===== src/swaf_pkg.sv =====
// shared types and constants for the sliding window anagram finder
// no dependencies; imported by every module of the block except swaf_ram
package swaf_pkg;

  localparam int unsigned LETTER_W = 5;
  localparam int unsigned ALPHABET = 26;
  localparam int unsigned POS_W    = 32;

  // input kind codes as they arrive on the port
  localparam logic [1:0] KIND_CLEAR   = 2'd0;
  localparam logic [1:0] KIND_PATTERN = 2'd1;
  localparam logic [1:0] KIND_TEXT    = 2'd2;

  typedef enum logic [1:0] {
    OP_CLEAR,
    OP_PATTERN,
    OP_TEXT
  } op_e;

  // one classified item waiting in the queue
  typedef struct packed {
    op_e                 op;
    logic [LETTER_W-1:0] letter;
  } entry_t;

  // work handed from the sequencer to the histogram stage
  typedef struct packed {
    logic                clr;
    logic                pat_inc;
    logic                txt;
    logic                rem;
    logic                chk;
    logic [LETTER_W-1:0] letter;
    logic [POS_W-1:0]    start;
  } work_t;

endpackage


===== src/swaf_ram.sv =====
// generic single write port ram with registered read, read-before-write
// no dependencies
module swaf_ram #(
  parameter int unsigned WIDTH = 5,
  parameter int unsigned DEPTH = 64
) (
  input  logic                                   clk_i,
  input  logic                                   we_i,
  input  logic [((DEPTH > 1) ? $clog2(DEPTH) : 1)-1:0] waddr_i,
  input  logic [WIDTH-1:0]                       wdata_i,
  input  logic                                   re_i,
  input  logic [((DEPTH > 1) ? $clog2(DEPTH) : 1)-1:0] raddr_i,
  output logic [WIDTH-1:0]                       rdata_o
);

  logic [WIDTH-1:0] mem_q [DEPTH];
  logic [WIDTH-1:0] rdata_q;

  always_ff @(posedge clk_i) begin
    if (we_i) begin
      mem_q[waddr_i] <= wdata_i;
    end
    if (re_i) begin
      rdata_q <= mem_q[raddr_i];
    end
  end

  assign rdata_o = rdata_q;

endmodule


===== src/swaf_front.sv =====
// front end: accepts items, drops ignored ones, queues the rest (two entries)
// depends on swaf_pkg
module swaf_front
  import swaf_pkg::*;
(
  input  logic                clk_i,
  input  logic                rst_ni,
  input  logic                in_valid_i,
  output logic                in_ready_o,
  input  logic [1:0]          kind_i,
  input  logic [LETTER_W-1:0] letter_i,
  output logic                q_valid_o,
  output entry_t              q_entry_o,
  input  logic                q_pop_i
);

  entry_t      slot_q [2];
  logic        wr_ptr_q, wr_ptr_d;
  logic        rd_ptr_q, rd_ptr_d;
  logic [1:0]  count_q, count_d;
  logic        accept;
  logic        keep;
  logic        push;
  entry_t      entry;

  assign in_ready_o = (count_q != 2'd2);
  assign accept     = in_valid_i && in_ready_o;

  always_comb begin
    entry.letter = letter_i;
    entry.op     = OP_CLEAR;
    keep         = 1'b0;
    case (kind_i)
      KIND_CLEAR: begin
        keep = 1'b1;
      end
      KIND_PATTERN: begin
        entry.op = OP_PATTERN;
        keep     = (letter_i < LETTER_W'(ALPHABET));
      end
      KIND_TEXT: begin
        entry.op = OP_TEXT;
        keep     = (letter_i < LETTER_W'(ALPHABET));
      end
      default: begin
        keep = 1'b0;
      end
    endcase
  end

  assign push = accept && keep;

  always_comb begin
    wr_ptr_d = push ? ~wr_ptr_q : wr_ptr_q;
    rd_ptr_d = q_pop_i ? ~rd_ptr_q : rd_ptr_q;
    count_d  = count_q + 2'(push) - 2'(q_pop_i);
  end

  always_ff @(posedge clk_i or negedge rst_ni) begin
    if (!rst_ni) begin
      wr_ptr_q <= 1'b0;
      rd_ptr_q <= 1'b0;
      count_q  <= 2'd0;
    end else begin
      wr_ptr_q <= wr_ptr_d;
      rd_ptr_q <= rd_ptr_d;
      count_q  <= count_d;
    end
  end

  always_ff @(posedge clk_i) begin
    if (push) begin
      slot_q[wr_ptr_q] <= entry;
    end
  end

  assign q_valid_o = (count_q != 2'd0);
  assign q_entry_o = slot_q[rd_ptr_q];

endmodule


===== src/swaf_seq.sv =====
// sequencer: pattern length, window fill, ring pointer, text position, ring memory
// depends on swaf_pkg and swaf_ram
module swaf_seq
  import swaf_pkg::*;
#(
  parameter int unsigned MAX_PATTERN = 64
) (
  input  logic                clk_i,
  input  logic                rst_ni,
  input  logic                q_valid_i,
  input  entry_t              q_entry_i,
  output logic                q_pop_o,
  output logic                work_valid_o,
  output work_t               work_o,
  output logic [LETTER_W-1:0] oldest_o,
  input  logic                work_adv_i
);

  localparam int unsigned CW = $clog2(MAX_PATTERN + 1);
  localparam int unsigned PW = (MAX_PATTERN > 1) ? $clog2(MAX_PATTERN) : 1;
  localparam logic [CW-1:0] MaxLen  = CW'(MAX_PATTERN);
  localparam logic [CW:0]   MaxLenX = (CW+1)'(MAX_PATTERN);
  localparam logic [PW-1:0] LastPtr = PW'(MAX_PATTERN - 1);

  logic [CW-1:0]    plen_q, plen_d;
  logic [CW-1:0]    fill_q, fill_d;
  logic [PW-1:0]    rp_q, rp_d;
  logic [POS_W-1:0] pos_q, pos_d;
  logic             work_valid_q, work_valid_d;
  work_t            work_q, work_d;
  logic             pop;
  logic             rem;
  logic             ring_we;
  logic [CW:0]      rp_x;
  logic [CW:0]      fill_x;
  logic [CW:0]      oldest_x;
  logic [PW-1:0]    oldest;

  assign pop = q_valid_i && (!work_valid_q || work_adv_i);

  // oldest window slot, ring index minus fill modulo the ring depth
  always_comb begin
    rp_x     = (CW+1)'(rp_q);
    fill_x   = (CW+1)'(fill_q);
    oldest_x = (rp_x >= fill_x) ? (rp_x - fill_x) : (rp_x + MaxLenX - fill_x);
    oldest   = oldest_x[PW-1:0];
  end

  always_comb begin
    plen_d  = plen_q;
    fill_d  = fill_q;
    rp_d    = rp_q;
    pos_d   = pos_q;
    work_d  = '0;
    ring_we = 1'b0;
    rem     = (fill_q == plen_q);
    work_d.letter = q_entry_i.letter;
    if (pop) begin
      case (q_entry_i.op)
        OP_CLEAR: begin
          plen_d     = '0;
          fill_d     = '0;
          rp_d       = '0;
          pos_d      = '0;
          work_d.clr = 1'b1;
        end
        OP_PATTERN: begin
          if (plen_q < MaxLen) begin
            plen_d         = plen_q + CW'(1);
            work_d.pat_inc = 1'b1;
          end
        end
        OP_TEXT: begin
          pos_d = pos_q + POS_W'(1);
          if (plen_q != '0) begin
            fill_d       = rem ? fill_q : fill_q + CW'(1);
            rp_d         = (rp_q == LastPtr) ? '0 : rp_q + PW'(1);
            ring_we      = 1'b1;
            work_d.txt   = 1'b1;
            work_d.rem   = rem;
            work_d.chk   = (fill_d == plen_q);
            work_d.start = pos_q - POS_W'(plen_q) + POS_W'(1);
          end
        end
        default: begin
          work_d = '0;
        end
      endcase
    end
  end

  always_comb begin
    if (pop) begin
      work_valid_d = 1'b1;
    end else if (work_adv_i) begin
      work_valid_d = 1'b0;
    end else begin
      work_valid_d = work_valid_q;
    end
  end

  always_ff @(posedge clk_i or negedge rst_ni) begin
    if (!rst_ni) begin
      plen_q       <= '0;
      fill_q       <= '0;
      rp_q         <= '0;
      pos_q        <= '0;
      work_valid_q <= 1'b0;
    end else begin
      plen_q       <= plen_d;
      fill_q       <= fill_d;
      rp_q         <= rp_d;
      pos_q        <= pos_d;
      work_valid_q <= work_valid_d;
    end
  end

  always_ff @(posedge clk_i) begin
    if (pop) begin
      work_q <= work_d;
    end
  end

  swaf_ram #(
    .WIDTH (LETTER_W),
    .DEPTH (MAX_PATTERN)
  ) u_ring (
    .clk_i   (clk_i),
    .we_i    (ring_we),
    .waddr_i (rp_q),
    .wdata_i (q_entry_i.letter),
    .re_i    (pop),
    .raddr_i (oldest),
    .rdata_o (oldest_o)
  );

  assign q_pop_o      = pop;
  assign work_valid_o = work_valid_q;
  assign work_o       = work_q;

endmodule


===== src/swaf_hist.sv =====
// histogram stage: per-letter pattern and window counters, compare, result register
// depends on swaf_pkg
module swaf_hist
  import swaf_pkg::*;
#(
  parameter int unsigned MAX_PATTERN = 64
) (
  input  logic                clk_i,
  input  logic                rst_ni,
  input  logic                work_valid_i,
  input  work_t               work_i,
  input  logic [LETTER_W-1:0] oldest_i,
  output logic                work_adv_o,
  output logic                out_valid_o,
  input  logic                out_ready_i,
  output logic [POS_W-1:0]    start_index_o
);

  localparam int unsigned CW = $clog2(MAX_PATTERN + 1);

  logic [CW-1:0]    pat_q [ALPHABET];
  logic [CW-1:0]    pat_d [ALPHABET];
  logic [CW-1:0]    win_q [ALPHABET];
  logic [CW-1:0]    win_d [ALPHABET];
  logic [ALPHABET-1:0] equal;
  logic             match;
  logic             out_valid_q;
  logic [POS_W-1:0] start_q;

  always_comb begin
    for (int i = 0; i < ALPHABET; i++) begin
      logic hit_new;
      logic hit_old;
      hit_new  = (work_i.letter == LETTER_W'(i));
      hit_old  = work_i.rem && (oldest_i == LETTER_W'(i)) && (win_q[i] != '0);
      pat_d[i] = pat_q[i];
      win_d[i] = win_q[i];
      if (work_i.clr) begin
        pat_d[i] = '0;
        win_d[i] = '0;
      end else if (work_i.pat_inc && hit_new) begin
        pat_d[i] = pat_q[i] + CW'(1);
      end else if (work_i.txt) begin
        case ({hit_new, hit_old})
          2'b10:   win_d[i] = win_q[i] + CW'(1);
          2'b01:   win_d[i] = win_q[i] - CW'(1);
          default: win_d[i] = win_q[i];
        endcase
      end
      equal[i] = (win_d[i] == pat_q[i]);
    end
  end

  assign match      = work_i.chk && (&equal);
  // a non-matching item never needs the result register
  assign work_adv_o = work_valid_i && (!out_valid_q || out_ready_i || !match);

  always_ff @(posedge clk_i or negedge rst_ni) begin
    if (!rst_ni) begin
      for (int i = 0; i < ALPHABET; i++) begin
        pat_q[i] <= '0;
        win_q[i] <= '0;
      end
      out_valid_q <= 1'b0;
    end else begin
      if (work_adv_o) begin
        for (int i = 0; i < ALPHABET; i++) begin
          pat_q[i] <= pat_d[i];
          win_q[i] <= win_d[i];
        end
      end
      if (work_adv_o && match) begin
        out_valid_q <= 1'b1;
      end else if (out_ready_i) begin
        out_valid_q <= 1'b0;
      end
    end
  end

  always_ff @(posedge clk_i) begin
    if (work_adv_o && match) begin
      start_q <= work_i.start;
    end
  end

  assign out_valid_o   = out_valid_q;
  assign start_index_o = start_q;

endmodule


===== src/sliding_window_anagram_finder.sv =====
// top level of the sliding window anagram finder
// depends on swaf_pkg, swaf_front, swaf_seq, swaf_hist (and swaf_ram below swaf_seq)
//
// usage
//   input channel (in_valid_i / in_ready_o) carries kind_i and letter_i:
//   clear session, pattern letter or text letter. the output channel
//   (out_valid_o / out_ready_i) carries start_index_o, the text position
//   where a window that is a permutation of the pattern begins.
//   items with kind 3, and pattern or text items with a letter past 'z',
//   are taken and dropped.
// throughput and path
//   one item per cycle sustained while no second match is held (see stalls).
//   a matching text letter passes the two-entry queue, where the sequencer
//   works on it (control counters, ring write and oldest-letter read), then
//   the sequencer's work register, read by the histogram stage (26 counter lanes
//   updated and compared in parallel), which then loads the output register.
// reset
//   everything empty: no pattern, empty window, position zero. the ring
//   memory is not cleared; only slots already written are ever used.
// stalls
//   a waiting result sits in the output register; items that do not match
//   keep flowing past it. a second match waits in the histogram stage, then
//   the queue fills and in_ready_o drops.
module sliding_window_anagram_finder
  import swaf_pkg::*;
#(
  parameter int unsigned MAX_PATTERN = 64
) (
  input  logic                clk_i,
  input  logic                rst_ni,
  input  logic                in_valid_i,
  output logic                in_ready_o,
  input  logic [1:0]          kind_i,
  input  logic [LETTER_W-1:0] letter_i,
  output logic                out_valid_o,
  input  logic                out_ready_i,
  output logic [POS_W-1:0]    start_index_o
);

  // queue between front end and sequencer
  logic                q_valid;
  entry_t              q_entry;
  logic                q_pop;

  // sequencer to histogram stage
  logic                work_valid;
  work_t               work;
  logic [LETTER_W-1:0] oldest;
  logic                work_adv;

  swaf_front u_front (
    .clk_i      (clk_i),
    .rst_ni     (rst_ni),
    .in_valid_i (in_valid_i),
    .in_ready_o (in_ready_o),
    .kind_i     (kind_i),
    .letter_i   (letter_i),
    .q_valid_o  (q_valid),
    .q_entry_o  (q_entry),
    .q_pop_i    (q_pop)
  );

  swaf_seq #(
    .MAX_PATTERN (MAX_PATTERN)
  ) u_seq (
    .clk_i        (clk_i),
    .rst_ni       (rst_ni),
    .q_valid_i    (q_valid),
    .q_entry_i    (q_entry),
    .q_pop_o      (q_pop),
    .work_valid_o (work_valid),
    .work_o       (work),
    .oldest_o     (oldest),
    .work_adv_i   (work_adv)
  );

  swaf_hist #(
    .MAX_PATTERN (MAX_PATTERN)
  ) u_hist (
    .clk_i         (clk_i),
    .rst_ni        (rst_ni),
    .work_valid_i  (work_valid),
    .work_i        (work),
    .oldest_i      (oldest),
    .work_adv_o    (work_adv),
    .out_valid_o   (out_valid_o),
    .out_ready_i   (out_ready_i),
    .start_index_o (start_index_o)
  );

endmodule

===== config.mk =====
export PLATFORM = sky130hd
export DESIGN_NAME = sliding_window_anagram_finder
export DESIGN_NICKNAME = d
export VERILOG_FILES = /design/src/swaf_pkg.sv /design/src/swaf_ram.sv /design/src/swaf_front.sv /design/src/swaf_seq.sv /design/src/swaf_hist.sv /design/src/sliding_window_anagram_finder.sv
export SDC_FILE = /design/constraint.sdc
export NUM_CORES = 2
export LEC_CHECK = 0
export BUFFER_PORTS_ARGS = -buffer_cell sky130_fd_sc_hd__buf_2
export CAP_MARGIN = 20
export CORE_ASPECT_RATIO = 0.75
export CORE_MARGIN = 3
export CORE_UTILIZATION = 50
export CTS_BUF_LIST = sky130_fd_sc_hd__clkbuf_16
export DETAILED_ROUTE_END_ITERATION = 10
export PLACE_DENSITY = 0.65
export REMOVE_ABC_BUFFERS = 1
export SLEW_MARGIN = 20
export SYNTH_ARGS = -nofsm -noshare
export SYNTH_HDL_FRONTEND = slang
export SYNTH_HIERARCHICAL = 1
export SYNTH_SLANG_ARGS = --single-unit

===== constraint.sdc =====
create_clock -name clk_i -period 19.1 [get_ports clk_i]
set_clock_uncertainty 0.05 [all_clocks]
set_input_delay 3.82 -clock clk_i [delete_from_list [all_inputs] [get_ports clk_i]]
set_output_delay 3.82 -clock clk_i [all_outputs]
set_load 0.02 [all_outputs]

==> results by group <==
Setup path
  • CP max stage cell: or4_1
  • Critical path, cell by cell: nand2b_1 -> nand2b_1 -> a2111oi_0 -> ha_1 -> nor2b_1 -> a21boi_1 -> buf_4 -> nor3b_1 -> a311oi_1 -> nand4_1 -> or4_1 -> or4_1 -> nor2_1 -> nand4_1 -> o41ai_4 -> inv_2 -> nand2b_1 -> nand2_1 -> inv_2 -> nand2_2 -> inv_1 -> inv_1 -> or2_1 -> nor2_1
  • Crit-path max FO: 21
  • Critical path class: register to register
  • CP peak stage delay: 0.86 ns
  • Nature of the critical path startpoint: register
  • Crit. End Element: register
  • Worst Path Arrival: between 10 and 15 ns
  • CP dominant cell by count: nand2b_1
  • CP required: 19.41 ns

Timing
  • Pins Over Slew Limit: 0
  • Final Critical Period: roughly 10 ns
  • Worst slew margin relative to its limit: 12.4%
  • Final Hold Viols: 0
  • RSZ-0062 raised after global routing: no
  • Setup violators final: 0
  • Hold Slack: 0.370 ns
  • Worst Tran Pin Value: 1.30 ns
  • Final worst path period share: 52.2%
  • Fin worst setup slack: 9.14 ns
  • Total Negative Setup Slacks: 0 ns
  • F_max: 0.100 GHz

Cells and area
  • Final #Nets: 5733
  • Non-filler cells in the finished layout: approximately 7k
  • Util after Layout: 54.7%
  • Share of layout cells above drive strength 1: 8.31%
  • Post-route cell area: 0.0593 mm2
  • Area grow syn2layout: 7.51%

Routing
  • Starting DRT DRC Count: ~7.4k
  • Vias: 48.6k
  • Antenna-violating nets left: 0
  • Number of remaining DRC errors: 0
  • TritonRoute pass-1 iters: 6
  • Vias per cell: ~7
  • WL final: 209 mm
  • DR WL/cell: 30.0 um

Placed design
  • Pre-CTS setup slack: slightly below 10 ns
  • Hpwl dp: around 150 mm
  • DP Area: 0.0564 mm2
  • Buffers on Ports: 44
  • Global placer's final weighted congestion: 1.11
  • Dpl cells: 6776

Synthesis
  • Post-synthesis compound-gate area fraction: 17.8%
  • Synth area leader: edfxtp_1
  • Yosys top cell area share: 22.5%
  • Adder-Cell Fraction of Synth Area: 6.87%
  • Count leader, synth: nand2_1
  • Post-Synth XOR/XNOR Area: between 3 and 4%
  • Post-Syn Instances: 5586
  • Ys Warns: 6
  • FFs w/ async S/R, synth: 50.5%
  • EDFF count, synth: 413
  • Simple-gate share of the synthesized area: 20.5%
  • Primary FF master, synth: dfrtp_1
  • Seq cells post-synth: 835
  • Post-synth cell types: between 100 and 150
  • Seq/Total Area, Yosys: 41.6%
  • Mapped cell area: around 0.055 mm2
  • Syn avg cell area: between 9 and 10 um2
  • Post-synth top cells: nand2_1, dfrtp_1, edfxtp_1, nor2_1, nand3_1
  • Multiplexer share of the synthesized area: 5.14%
  • Largest family of logic cells by synthesized area: simple AND/OR/NAND/NOR gates
  • Synth area leaders: edfxtp_1, dfrtp_1, ha_1

Clock network
  • TritonCTS buffer count: 89
  • Reg clk slew, reported paths: about 0.060 ns
  • H-tree depth: 3
  • Total setup buffers inserted after CTS: 0
  • Max Root-Sink Buffers: 3
  • Clock tree sinks: 835
  • Clk root buf: clkbuf_16
  • Cts repair resizes: 0
  • Hold buffer count at CTS: 0
  • Worst-skew pair later-pin latency: 0.72 ns
  • TritonCTS clock tree: built

Power
  • Max IR drop VDD: 0.124 mV
  • Total power: a little under 7 mW
  • PD cells: 117 mW/mm2
  • Leak: 24.2 nW

Min path
  • Worst hold path type: register to register

Die
  • Row count: 104
  • Die height: 294 um
  • Die Area: 0.114 mm2
  • Die X: 389 um
  • Initial Utilization: 50.9%
  • Core area: 0.108 mm2
  • I/O pin total: 45

Global routing
  • Gr ovfl total: 0
  • Initial antenna violation count: 16
  • Total GRT Usage: 35.8%
  • First-pass GRT wire length: roughly 310 mm
  • Largest net degree at the start of global routing: 220
  • Vias in the first global route: 43.6k

Job
  • # Max-Cap Violations: 0

Status
  • Outcome: finished, final reports clean
==> registers in the layout (all words and copies together) (netlist names), 2 cells and up <==
signal,count
u_seq/pos_q,32
u_seq/plen_q,7
u_front/slot_q,14
u_seq/u_ring/mem_q,320
u_hist/win_q,182
u_seq/u_ring/rdata_o,5
u_seq/fill_q,7
u_seq/work_o,42
u_hist/start_index_o,32
u_hist/pat_q,182
u_front/count_q,2
u_seq/rp_q,6
==> layout make-up <==
class | count | area (um2)
clock buffers | 89 | 2230
repair buffers | 147 | 1080
fillers | 9577 | 49100
well taps | 1431 | 1790
diodes | 8 | 20.0
clock inverters | 79 | 649
flip-flops and latches | 835 | 23000
inverters | 208 | 791
multi-input cells | 4155 | 29800
==> worst max-delay path: cells and delay by family, from the launching register on <==
family / cells / cell delay [ns]
simple gates: 14 / 5.14
fa+ha+maj: 1 / 0.35
compound gates: 4 / 2.14
flops: 1 / 0.65
buf+inv: 5 / 1.26
==> where the power goes <==
part	internal (mW)	leakage (nW)	switching [mW]	total [mW]
registers	2.14	9.66	0.186	2.32
logic	0.812	13.1	2.04	2.85
clock network	0.931	1.45	0.808	1.74
==> worst paths after layout <==
path	startpoint	to	slack [ns]	cells after the start
worst max-delay path	u_seq/u_ring/rdata_o[0]	u_seq/u_ring/mem_q[21][3]	9.14	24
min in group asynchronous	rst_ni	u_hist/pat_q[34]	3.08	1
worst max register to register	u_seq/u_ring/rdata_o[0]	u_seq/u_ring/mem_q[21][3]	9.14	24
worst min register to register	u_seq/work_o[18]	u_hist/start_index_o[18]	0.37	0
worst min-delay path	u_seq/work_o[18]	u_hist/start_index_o[18]	0.37	0
max in group asynchronous	rst_ni	u_seq/work_valid_o	14.39	2
==> cell usage in the layout, fill, tap and decap left out, drive strengths merged, types with 68 or more instances in the layout <==
cell,Yosys,routed
a22o,122,122
mux2i,77,77
and3,98,98
dfrtp,422,422
o21ai,184,184
nor2,408,408
nor3,99,99
inv,208,228
or4,104,104
a21o,71,71
ha,258,258
mux4,76,76
nand3,320,320
edfxtp,413,413
o22ai,68,68
o31ai,90,90
nand4,108,108
a21oi,188,188
o211ai,73,73
nand2,443,443
xor2,70,70
clkbuf,252,89
buf,136,147
xnor2,141,141
nor4,151,151
nor2b,90,90
==> kinds of logic after synthesis <==
logic type,count (synthesis)
adders and majority gates,286
xor gates and xnor gates,212
muxes,180
DFF,835
and+or+nand+nor,2146
AOI/OAI and AO/OA,1331
buffers and inverters,596
==> per-layer routing <==
layer  vias to the layer above  global-route usage, %  wire length [um]
li1                      21182                      -                 -
met1                     24028                   53.8             89800
met4                        10                   13.9              9600
met2                      2922                   45.7             78500
met3                       466                   13.8             30600
met5                         -                      0                61
Power figures use the tool's default switching activity.
